## src/sv/ptd_pkg.sv

```systemverilog
// Shared types and codes for the periodic task dispatcher.
`default_nettype none
package ptd_pkg;

   // Defaults for the top-level parameters
   localparam int          MAX_TASKS_DEF  = 16;
   localparam logic [31:0] WRAP_LIMIT_DEF = 32'd4294960000;

   // Request opcodes
   localparam logic [2:0] OP_TICK    = 3'd0;
   localparam logic [2:0] OP_CREATE  = 3'd1;
   localparam logic [2:0] OP_UPDATE  = 3'd2;
   localparam logic [2:0] OP_SUSPEND = 3'd3;
   localparam logic [2:0] OP_RESUME  = 3'd4;
   localparam logic [2:0] OP_SCAN    = 3'd5;

   // Response kinds
   localparam logic [1:0] KIND_ACK      = 2'd0;
   localparam logic [1:0] KIND_DISPATCH = 2'd1;
   localparam logic [1:0] KIND_FINISH   = 2'd2;

   // Register index (address bit 2 selects the word)
   localparam logic CSR_TASK_COUNT = 1'b0;

   // One response transaction
   typedef struct packed {
      logic        valid;
      logic [1:0]  kind;
      logic [3:0]  task_number;
      logic        first_time;
      logic [31:0] tick_value;
      logic        accepted;
      logic        last;
   } rsp_type;

endpackage
`default_nettype wire

```

## src/sv/ptd_engine.sv

```systemverilog
// Task table, tick counter and scan sequencer of the periodic task dispatcher.
`default_nettype none
module ptd_engine
   import ptd_pkg::*;
#(
   parameter int          MAX_TASKS  = MAX_TASKS_DEF,
   parameter logic [31:0] WRAP_LIMIT = WRAP_LIMIT_DEF,
   localparam int         IDX_W      = (MAX_TASKS > 1) ? $clog2(MAX_TASKS) : 1,
   localparam int         CNT_W      = $clog2(MAX_TASKS + 1)
) (
   input  wire logic             clock,
   input  wire logic             reset,
   input  wire logic             start,
   input  wire logic [2:0]       req_opcode,
   input  wire logic [3:0]       req_task_index,
   input  wire logic [31:0]      req_period,
   input  wire logic [CNT_W-1:0] live_count,
   output logic                  busy,
   output rsp_type               rsp
);

   localparam logic [1:0] ST_IDLE   = 2'd0;
   localparam logic [1:0] ST_SCAN   = 2'd1;
   localparam logic [1:0] ST_FINISH = 2'd2;

   logic [1:0]           state_ff, state_in;
   logic [31:0]          tick_ff, tick_in;
   logic [MAX_TASKS-1:0] free_ff, free_in;
   logic [MAX_TASKS-1:0] ready_ff, ready_in;
   logic [MAX_TASKS-1:0] first_ff, first_in;
   logic [MAX_TASKS-1:0] susp_ff, susp_in;
   logic [IDX_W-1:0]     proc_ff, proc_in;
   rsp_type              rsp_ff, rsp_in;

   // Entry memory: {period, next_due}
   logic [63:0]          mem [MAX_TASKS];
   logic [63:0]          rd_data_ff;
   logic                 rd_en, wr_en;
   logic [IDX_W-1:0]     rd_addr, wr_addr;
   logic [63:0]          wr_data;

   logic                 accept;
   logic [31:0]          idx_ext, cnt_ext, proc_ext;
   logic                 idx_ok;
   logic [IDX_W-1:0]     idx_a;
   logic                 proc_last;
   logic [31:0]          rd_next, rd_period;
   logic                 p_free, wrap_hit, due, fire;

   assign accept    = start && (state_ff == ST_IDLE);
   assign busy      = (state_ff != ST_IDLE);
   assign idx_ext   = 32'(req_task_index);
   assign cnt_ext   = 32'(live_count);
   assign proc_ext  = 32'(proc_ff);
   assign idx_ok    = idx_ext < cnt_ext;
   assign idx_a     = idx_ext[IDX_W-1:0];
   assign proc_last = (proc_ext + 32'd1) == cnt_ext;
   assign rd_next   = rd_data_ff[31:0];
   assign rd_period = rd_data_ff[63:32];

   // Classify the entry whose memory word is on the read data
   assign p_free   = free_ff[proc_ff];
   assign wrap_hit = (state_ff == ST_SCAN) && !p_free && (tick_ff > WRAP_LIMIT);
   assign due      = (state_ff == ST_SCAN) && !p_free && !wrap_hit &&
                     ready_ff[proc_ff] && (rd_next <= tick_ff);
   assign fire     = ((state_ff == ST_SCAN) && p_free) || due;

   // Memory port control: program on create/update, reload next-due on scan
   always_comb begin
      wr_en   = 1'b0;
      wr_addr = idx_a;
      wr_data = {req_period, req_period};
      if (accept && (req_opcode == OP_CREATE || req_opcode == OP_UPDATE) && idx_ok) begin
         wr_en   = 1'b1;
         wr_data = {req_period,
                    (req_opcode == OP_CREATE) ? req_period : tick_ff + req_period};
      end else if (due) begin
         wr_en   = 1'b1;
         wr_addr = proc_ff;
         wr_data = {rd_period, tick_ff + rd_period};
      end
   end

   // Prefetch the next entry while the current one is processed
   always_comb begin
      rd_en   = 1'b0;
      rd_addr = '0;
      if (accept && req_opcode == OP_SCAN && cnt_ext != 32'd0) begin
         rd_en = 1'b1;
      end else if (state_ff == ST_SCAN && !proc_last) begin
         rd_en   = 1'b1;
         rd_addr = IDX_W'(proc_ext + 32'd1);
      end
   end

   always_ff @(posedge clock) begin
      if (wr_en) begin
         mem[wr_addr] <= wr_data;
      end
      if (rd_en) begin
         rd_data_ff <= mem[rd_addr];
      end
   end

   // Sequencer and flag updates
   always_comb begin
      state_in = state_ff;
      tick_in  = tick_ff;
      free_in  = free_ff;
      ready_in = ready_ff;
      first_in = first_ff;
      susp_in  = susp_ff;
      proc_in  = proc_ff;
      rsp_in   = '{valid: 1'b0, kind: KIND_ACK, task_number: 4'd0, first_time: 1'b0,
                   tick_value: tick_ff, accepted: 1'b1, last: 1'b1};
      case (state_ff)
         ST_IDLE: begin
            if (accept) begin
               rsp_in.valid = 1'b1;
               case (req_opcode)
                  OP_TICK: begin
                     tick_in           = tick_ff + 32'd1;
                     rsp_in.tick_value = tick_ff + 32'd1;
                  end
                  OP_CREATE, OP_UPDATE: begin
                     if (idx_ok) begin
                        free_in[idx_a]  = (req_period == 32'd0);
                        ready_in[idx_a] = 1'b1;
                     end
                     rsp_in.task_number = req_task_index;
                     rsp_in.accepted    = idx_ok;
                  end
                  OP_SUSPEND, OP_RESUME: begin
                     if (idx_ok) begin
                        susp_in[idx_a] = (req_opcode == OP_SUSPEND);
                     end
                     rsp_in.task_number = req_task_index;
                     rsp_in.accepted    = idx_ok;
                  end
                  OP_SCAN: begin
                     if (cnt_ext == 32'd0) begin
                        rsp_in.kind = KIND_FINISH;
                     end else begin
                        rsp_in.valid = 1'b0;
                        state_in     = ST_SCAN;
                        proc_in      = '0;
                     end
                  end
                  default: begin
                     rsp_in.accepted = 1'b0;
                  end
               endcase
            end
         end
         ST_SCAN: begin
            // Drop all timing of live entries once the tick passes the wrap limit
            if (wrap_hit) begin
               for (int j = 0; j < MAX_TASKS; j++) begin
                  if (32'(j) < cnt_ext) begin
                     free_in[j]  = 1'b0;
                     ready_in[j] = 1'b0;
                  end
               end
               tick_in = 32'd0;
            end
            if (fire) begin
               first_in[proc_ff] = 1'b0;
               if (!susp_ff[proc_ff]) begin
                  rsp_in.valid       = 1'b1;
                  rsp_in.kind        = KIND_DISPATCH;
                  rsp_in.task_number = proc_ext[3:0];
                  rsp_in.first_time  = first_ff[proc_ff];
                  rsp_in.last        = 1'b0;
               end
            end
            if (proc_last) begin
               state_in = ST_FINISH;
            end else begin
               proc_in = IDX_W'(proc_ext + 32'd1);
            end
         end
         ST_FINISH: begin
            rsp_in.valid = 1'b1;
            rsp_in.kind  = KIND_FINISH;
            state_in     = ST_IDLE;
         end
         default: begin
            state_in = ST_IDLE;
         end
      endcase
   end

   always_ff @(posedge clock) begin
      if (reset) begin
         state_ff     <= ST_IDLE;
         tick_ff      <= '0;
         free_ff      <= '0;
         ready_ff     <= '0;
         first_ff     <= '1;
         susp_ff      <= '0;
         rsp_ff.valid <= 1'b0;
      end else begin
         state_ff     <= state_in;
         tick_ff      <= tick_in;
         free_ff      <= free_in;
         ready_ff     <= ready_in;
         first_ff     <= first_in;
         susp_ff      <= susp_in;
         rsp_ff.valid <= rsp_in.valid;
      end
      proc_ff            <= proc_in;
      rsp_ff.kind        <= rsp_in.kind;
      rsp_ff.task_number <= rsp_in.task_number;
      rsp_ff.first_time  <= rsp_in.first_time;
      rsp_ff.tick_value  <= rsp_in.tick_value;
      rsp_ff.accepted    <= rsp_in.accepted;
      rsp_ff.last        <= rsp_in.last;
   end

   assign rsp = rsp_ff;

   // The finish step always delivers the closing scan transaction
   a_finish_rsp: assert property (@(posedge clock) disable iff (reset)
      state_ff == ST_FINISH |=> rsp_ff.valid && rsp_ff.kind == KIND_FINISH && rsp_ff.last)
      else $error("scan finish transaction missing");

   // Every non-scan request answers in the next cycle with a closing transaction
   a_single_rsp: assert property (@(posedge clock) disable iff (reset)
      accept && req_opcode != OP_SCAN |=> rsp_ff.valid && rsp_ff.last)
      else $error("single-step request not answered");

   // Writeback and prefetch never address the same entry
   a_no_overlap: assert property (@(posedge clock) disable iff (reset)
      rd_en && wr_en |-> rd_addr != wr_addr)
      else $error("memory read and write collide");

   // Dispatches never close a scan
   a_dispatch_open: assert property (@(posedge clock) disable iff (reset)
      rsp_ff.valid && rsp_ff.kind == KIND_DISPATCH |-> !rsp_ff.last && busy)
      else $error("dispatch marked last or outside scan");

endmodule
`default_nettype wire

```

## src/sv/periodic_task_dispatcher.sv

```systemverilog
// Top level of the periodic task dispatcher: register port and request/response ports.
//
// A request is taken when start is high and busy is low. Tick, create, update,
// suspend, resume and unknown opcodes answer with one transaction in the next
// cycle. A scan over N live entries keeps busy high while the entries are walked
// and then through a finish step: the entry memory's single read port streams one
// entry per cycle (prefetch of the next entry overlaps the next-due reload of the
// current one), then the finish step delivers the scan-finished transaction; a scan
// with no live entries answers in the next cycle. Each response is valid for exactly
// one cycle on rsp_valid and cannot be held off. No clearing pass follows reset.
`default_nettype none
module periodic_task_dispatcher
   import ptd_pkg::*;
#(
   parameter int          MAX_TASKS  = MAX_TASKS_DEF,
   parameter logic [31:0] WRAP_LIMIT = WRAP_LIMIT_DEF
) (
   input  wire logic        clock,
   input  wire logic        reset,
   // request channel
   input  wire logic        start,
   output logic             busy,
   input  wire logic [2:0]  req_opcode,
   input  wire logic [3:0]  req_task_index,
   input  wire logic [31:0] req_period,
   // response channel
   output logic             rsp_valid,
   output logic [1:0]       rsp_kind,
   output logic [3:0]       rsp_task_number,
   output logic             rsp_first_time,
   output logic [31:0]      rsp_tick_value,
   output logic             rsp_accepted,
   output logic             rsp_last,
   // register port
   input  wire logic        psel,
   input  wire logic        penable,
   input  wire logic        pwrite,
   input  wire logic [2:0]  paddr,
   input  wire logic [31:0] pwdata,
   output logic [31:0]      prdata,
   output logic             pready
);

   localparam int CNT_W = $clog2(MAX_TASKS + 1);

   logic [4:0]       task_count_ff, task_count_in;
   logic             csr_write;
   logic [31:0]      tc_ext;
   logic [31:0]      live_ext;
   logic [CNT_W-1:0] live_count;
   rsp_type          rsp;

   // Register write and readback
   assign pready    = 1'b1;
   assign csr_write = psel && penable && pwrite && pready;
   assign task_count_in = (csr_write && paddr[2] == CSR_TASK_COUNT) ? pwdata[4:0]
                                                                    : task_count_ff;
   assign prdata    = (paddr[2] == CSR_TASK_COUNT) ? {27'd0, task_count_ff} : 32'd0;

   always_ff @(posedge clock) begin
      if (reset) begin
         task_count_ff <= '0;
      end else begin
         task_count_ff <= task_count_in;
      end
   end

   // Clamp the programmed count to the table depth
   assign tc_ext     = 32'(task_count_ff);
   assign live_ext   = (tc_ext > 32'(MAX_TASKS)) ? 32'(MAX_TASKS) : tc_ext;
   assign live_count = live_ext[CNT_W-1:0];

   ptd_engine #(
      .MAX_TASKS  (MAX_TASKS),
      .WRAP_LIMIT (WRAP_LIMIT)
   ) u_engine (
      .clock          (clock),
      .reset          (reset),
      .start          (start),
      .req_opcode     (req_opcode),
      .req_task_index (req_task_index),
      .req_period     (req_period),
      .live_count     (live_count),
      .busy           (busy),
      .rsp            (rsp)
   );

   assign rsp_valid       = rsp.valid;
   assign rsp_kind        = rsp.kind;
   assign rsp_task_number = rsp.task_number;
   assign rsp_first_time  = rsp.first_time;
   assign rsp_tick_value  = rsp.tick_value;
   assign rsp_accepted    = rsp.accepted;
   assign rsp_last        = rsp.last;

endmodule
`default_nettype wire

```

## config.mk

```make
export PLATFORM = sky130hd
export DESIGN_NAME = periodic_task_dispatcher
export DESIGN_NICKNAME = d
export VERILOG_FILES = /design/src/sv/ptd_pkg.sv /design/src/sv/ptd_engine.sv /design/src/sv/periodic_task_dispatcher.sv
export SDC_FILE = /design/constraint.sdc
export NUM_CORES = 2
export LEC_CHECK = 0
export BUFFER_PORTS_ARGS = -buffer_cell sky130_fd_sc_hd__buf_2
export CAP_MARGIN = 30
export CORE_MARGIN = 3
export CORE_UTILIZATION = 58
export CTS_BUF_LIST = sky130_fd_sc_hd__clkbuf_8
export CTS_CLUSTER_DIAMETER = 150
export DETAILED_ROUTE_END_ITERATION = 7
export GPL_TIMING_DRIVEN = 0
export PLACE_DENSITY = 0.77
export SLEW_MARGIN = 20
export SYNTH_ARGS = -nofsm -noshare
export SYNTH_HDL_FRONTEND = slang
export SYNTH_SLANG_ARGS = --single-unit
```

## constraint.sdc

```tcl
create_clock -name clock -period 6.8 [get_ports clock]
set_input_delay 0.68 -clock clock [delete_from_list [all_inputs] [get_ports clock]]
set_output_delay 0.68 -clock clock [all_outputs]
set_load 0.02 [all_outputs]
```

==> results.py <==
metrics = {
    "synthesis": {
        "async_flop_share_pct": 0,
        "synth.most_common_cell": "edfxtp_1",
        "ys_seq_area_share_pct": 66.6,
        "synth_area_leaders": "edfxtp_1, dfxtp_1, mux4_2",
        "synth_top_area_cell": "edfxtp_1",
        "yosysWarnings": 0,
        "ys_top_cells_by_count": "edfxtp_1, nand2_1, clkbuf_1",
        "syn-cell-area_um2": 53600,
        "synth_ff_type": "edfxtp_1",
        "ys_ff_latch": 1237,
        "synth_edf_count": 1092,
        "syn-mean-instance-area_um2": 14.2,
        "synth_cell_types": 77,
        "synthCells": 3765,
        "synth_top_area_share_pct": 61.2,
    },
    "floorplanning": {
        "rows": 110,
        "pin_count": 156,
        "initial_utilization_pct": 59.0,
        "die_w_um": 310,
        "die_height_um": 310,
        "dieArea_um2": 96100,
        "core_area_um2": 90800,
    },
    "pwr": {
        "p_sw_share_pct": 22.5,
        "seq_power_share_pct": 57.1,
        "intPower_uw": 11300,
        "vdd_drop_max_mv": 0.170,
        "clock_power_share_pct": 39.2,
        "p_switching_uw": 3270,
        "power.density_nw_per_um2": 242,
        "p_leak_uw": 0.0209,
        "power_frac_comb_pct": 3.7,
    },
    "sta": {
        "fmax_ghz": 0.150,
        "period_share_pct": 97.8,
        "grt_setup_unrepaired": "no",
        "skew_ps": 56.8,
        "slew_viol_final": 0,
        "relSlewSlack_pct": 22.7,
        "hold_slack_ps": 151,
        "tightest_slew_ps": 1160,
        "hold_viol": 0,
        "min_period_ps": 6650,
        "setup_viol": 0,
    },
    "clocking": {
        "htree_levels": 4,
        "cts.clk_slew.worst_paths_ps": 70,
        "clock_latency_ps": 890,
        "cts_tree": "yes",
        "clock-root-buffer": "clkbuf_8",
        "cts_buffers": 186,
        "post-cts-setup-buffer-count": 0,
        "cts.path.max_buffers": 3,
        "clock-sinks": 1237,
    },
    "critical_path": {
        "path_cells": "buf_6 > buf_2 > clkbuf_4 > inv_1 > ha_1 > clkbuf_2 > inv_1 > nand4_1 > nor2_1 > o221ai_1 > nand2_1 > nor2_1 > clkbuf_2 > buf_16 > buf_1 > o221ai_1 > o311a_1",
        "crit_slowest_cell": "o221ai_1",
        "start_kind": "register",
        "required_ps": 7420,
        "endpoint_kind": "register",
        "arrival_ps": 7260,
        "critPathTopFamily": "buffers and inverters",
        "critPathMaxStageDelay_ps": 570,
        "cp_num_buf_inv": 9,
        "worstPathMaxFanout": 19,
        "path_class": "register to register",
    },
    "drt": {
        "firstDrtPassIters": 6,
        "ant_nets": 0,
        "via_per_inst": 6.62,
        "drt_iter0_drc": 4968,
        "wl_mm": 154,
        "dr_total_vias": 36100,
        "wl_per_cell_um": 28.1,
        "drcViolationCount": 0,
    },
    "placement": {
        "port_buffers": 97,
        "gp_congestion": 1.03,
        "dp.cells": 5105,
        "dpl.hpwl_mm": 110,
    },
    "flow_run": {
        "max_cap_viol_count": 0,
    },
    "worst_hold_path": {
        "hold_path.class": "primary input to register",
    },
    "outcome": {
        "status": "completed",
    },
    "grt": {
        "grt_max_degree": 43,
        "grt_pass1_wl_mm": 225,
        "grt_use_total_pct": 32.0,
        "grt_overflow": 0,
        "antenna_found_initial": 13,
        "grt_pass1_vias": 34700,
    },
    "cells_and_area": {
        "fin_util_pct": 66.2,
        "drive_gt1_share_pct": 17.1,
        "final_nets": 4309,
        "final_cells": 5455,
        "area_delta_synth_final_pct": 12.2,
    },
}
-- final timing paths --
| path | startpoint | end | slack (ps) | cells after the start |
|---|---|---|---|---|
| setup / recovery | u_engine.proc_ff[0]$_SDFFCE_PN0P_ | u_engine.rd_data_ff[19]$_DFFE_PP_ | 150 | 17 |
| hold / removal | req_task_index[2] | u_engine.rsp[37]$_SDFF_PN0_ | 150 | 2 |
| setup reg to reg | u_engine.proc_ff[0]$_SDFFCE_PN0P_ | u_engine.rd_data_ff[19]$_DFFE_PP_ | 150 | 17 |
| hold reg to reg | u_engine.first_ff[2]$_SDFFE_PP1P_ | u_engine.first_ff[2]$_SDFFE_PP1P_ | 450 | 1 |
-- registers in the layout (all words and copies together), names as in the netlist --
register	cells
u_engine.susp_ff	16
u_engine.ready_ff	16
u_engine.tick_ff	32
u_engine.first_ff	16
u_engine.state_ff	2
u_engine.mem	1024
u_engine.proc_ff	4
u_engine.rd_data_ff	64
u_engine.rsp	42
task_count_ff	5
u_engine.free_ff	16
-- routing by layer --
metal | share of wire (%) | wire length, um | track usage, %
met5 | 0.023 | 35 | 0
met3 | 11 | 16600 | 7.08
met4 | 4.8 | 7420 | 15.4
met1 | 40 | 60700 | 44.7
met2 | 45 | 68700 | 48.2
-- power by group through the flow --
stage / combinational, uW / sequential, uW / clock (uW)
4_1_cts: 520 / 8300 / 5750
6_report: 535 / 8300 / 5700
3_5_place_dp: 516 / 8460 / 0
3_3_place_gp: 478 / 8470 / 0
5_1_grt: 565 / 8300 / 6070
2_1_floorplan: 284 / 8470 / 0
-- placed cells by master, fill, tap and decap left out, types with 15 or more instances in the layout --
cell type  count
a31oi_1       18
nor2b_1       27
edfxtp_1    1092
dfxtp_1      145
clkinv_1      36
o21ai_0       80
a221oi_1     129
conb_1        28
o21ai_2       15
buf_2        137
nor3_1        54
mux2_2       131
a21oi_1      138
mux2i_1       76
and2_1        77
nand3_1       52
nand2b_1      19
a211oi_1      86
clkbuf_1     173
inv_1        143
and3_1        84
buf_16        16
nor4_1        18
clkbuf_8     199
a22oi_1       16
buf_6         15
nor2_1       139
mux4_2        83
o311a_1       64
ha_1         103
xor2_1        16
buf_4         36
o22ai_1       67
and2_4        16
nand4_1       34
nand2_1      328
xnor2_1       65
a21o_1        47
o221ai_1      64
-- layout make-up --
| class | instances | area [um^2] |
|---|---|---|
| Multi-Input combinational cell | 2213 | 16700 |
| Fill cell | 6364 | 30700 |
| Clock inverter | 135 | 711 |
| Sequential cell | 1237 | 35700 |
| Antenna cell | 9 | 22.5 |
| Timing Repair Buffer | 146 | 1330 |
| Inverter | 74 | 278 |
| Clock buffer | 199 | 2740 |
| Tap cell | 1176 | 1470 |
| Buffer | 266 | 1180 |
-- worst reg2reg max path, stage by stage, from the launching register on --
cell	delay, ps
edfxtp_1	530
buf_6	240
buf_2	320
clkbuf_4	470
inv_1	320
ha_1	370
clkbuf_2	380
inv_1	240
nand4_1	150
nor2_1	50
o221ai_1	570
nand2_1	530
nor2_1	420
clkbuf_2	480
buf_16	220
buf_1	470
o221ai_1	370
o311a_1	270
-- kinds of logic (layout without fill, tap and decap cells) --
logic type / count (synthesis) / after routing / share of synthesized area [%]
DFF: 1237 / 1237 / 66.6
and+or+nand+nor: 888 / 888 / 8.03
AOI/OAI and AO/OA: 821 / 821 / 11.2
buffers and inverters: 341 / 820 / 2.70
muxes: 290 / 290 / 7.66
adders and majority gates: 105 / 105 / 2.48
xor gates and xnor gates: 81 / 81 / 1.32
other: 2 / 37 / 0.0140
-- through the flow --
stage	power (uW)	cell area [um^2]	setup WS [ps]	setup TNS, ps
final	14500	60100	150	0
after floorplan	8750	53700	423	0
after global placement	8950	55700	-4410	-626380
after detailed placement	8980	56600	-223	-2620
after CTS	14600	60100	172	0
after global routing	14900	60100	152	0
-- timing repair --
| action | in CTS | in global routing |
|---|---|---|
| gates resized for setup | 0 | 1 |
| hold buffers | 5 | 0 |
| endpoints found under the setup margin | 44 | 6 |
| endpoints found under the hold margin | 5 | 0 |
Power figures use the tool's default switching activity.
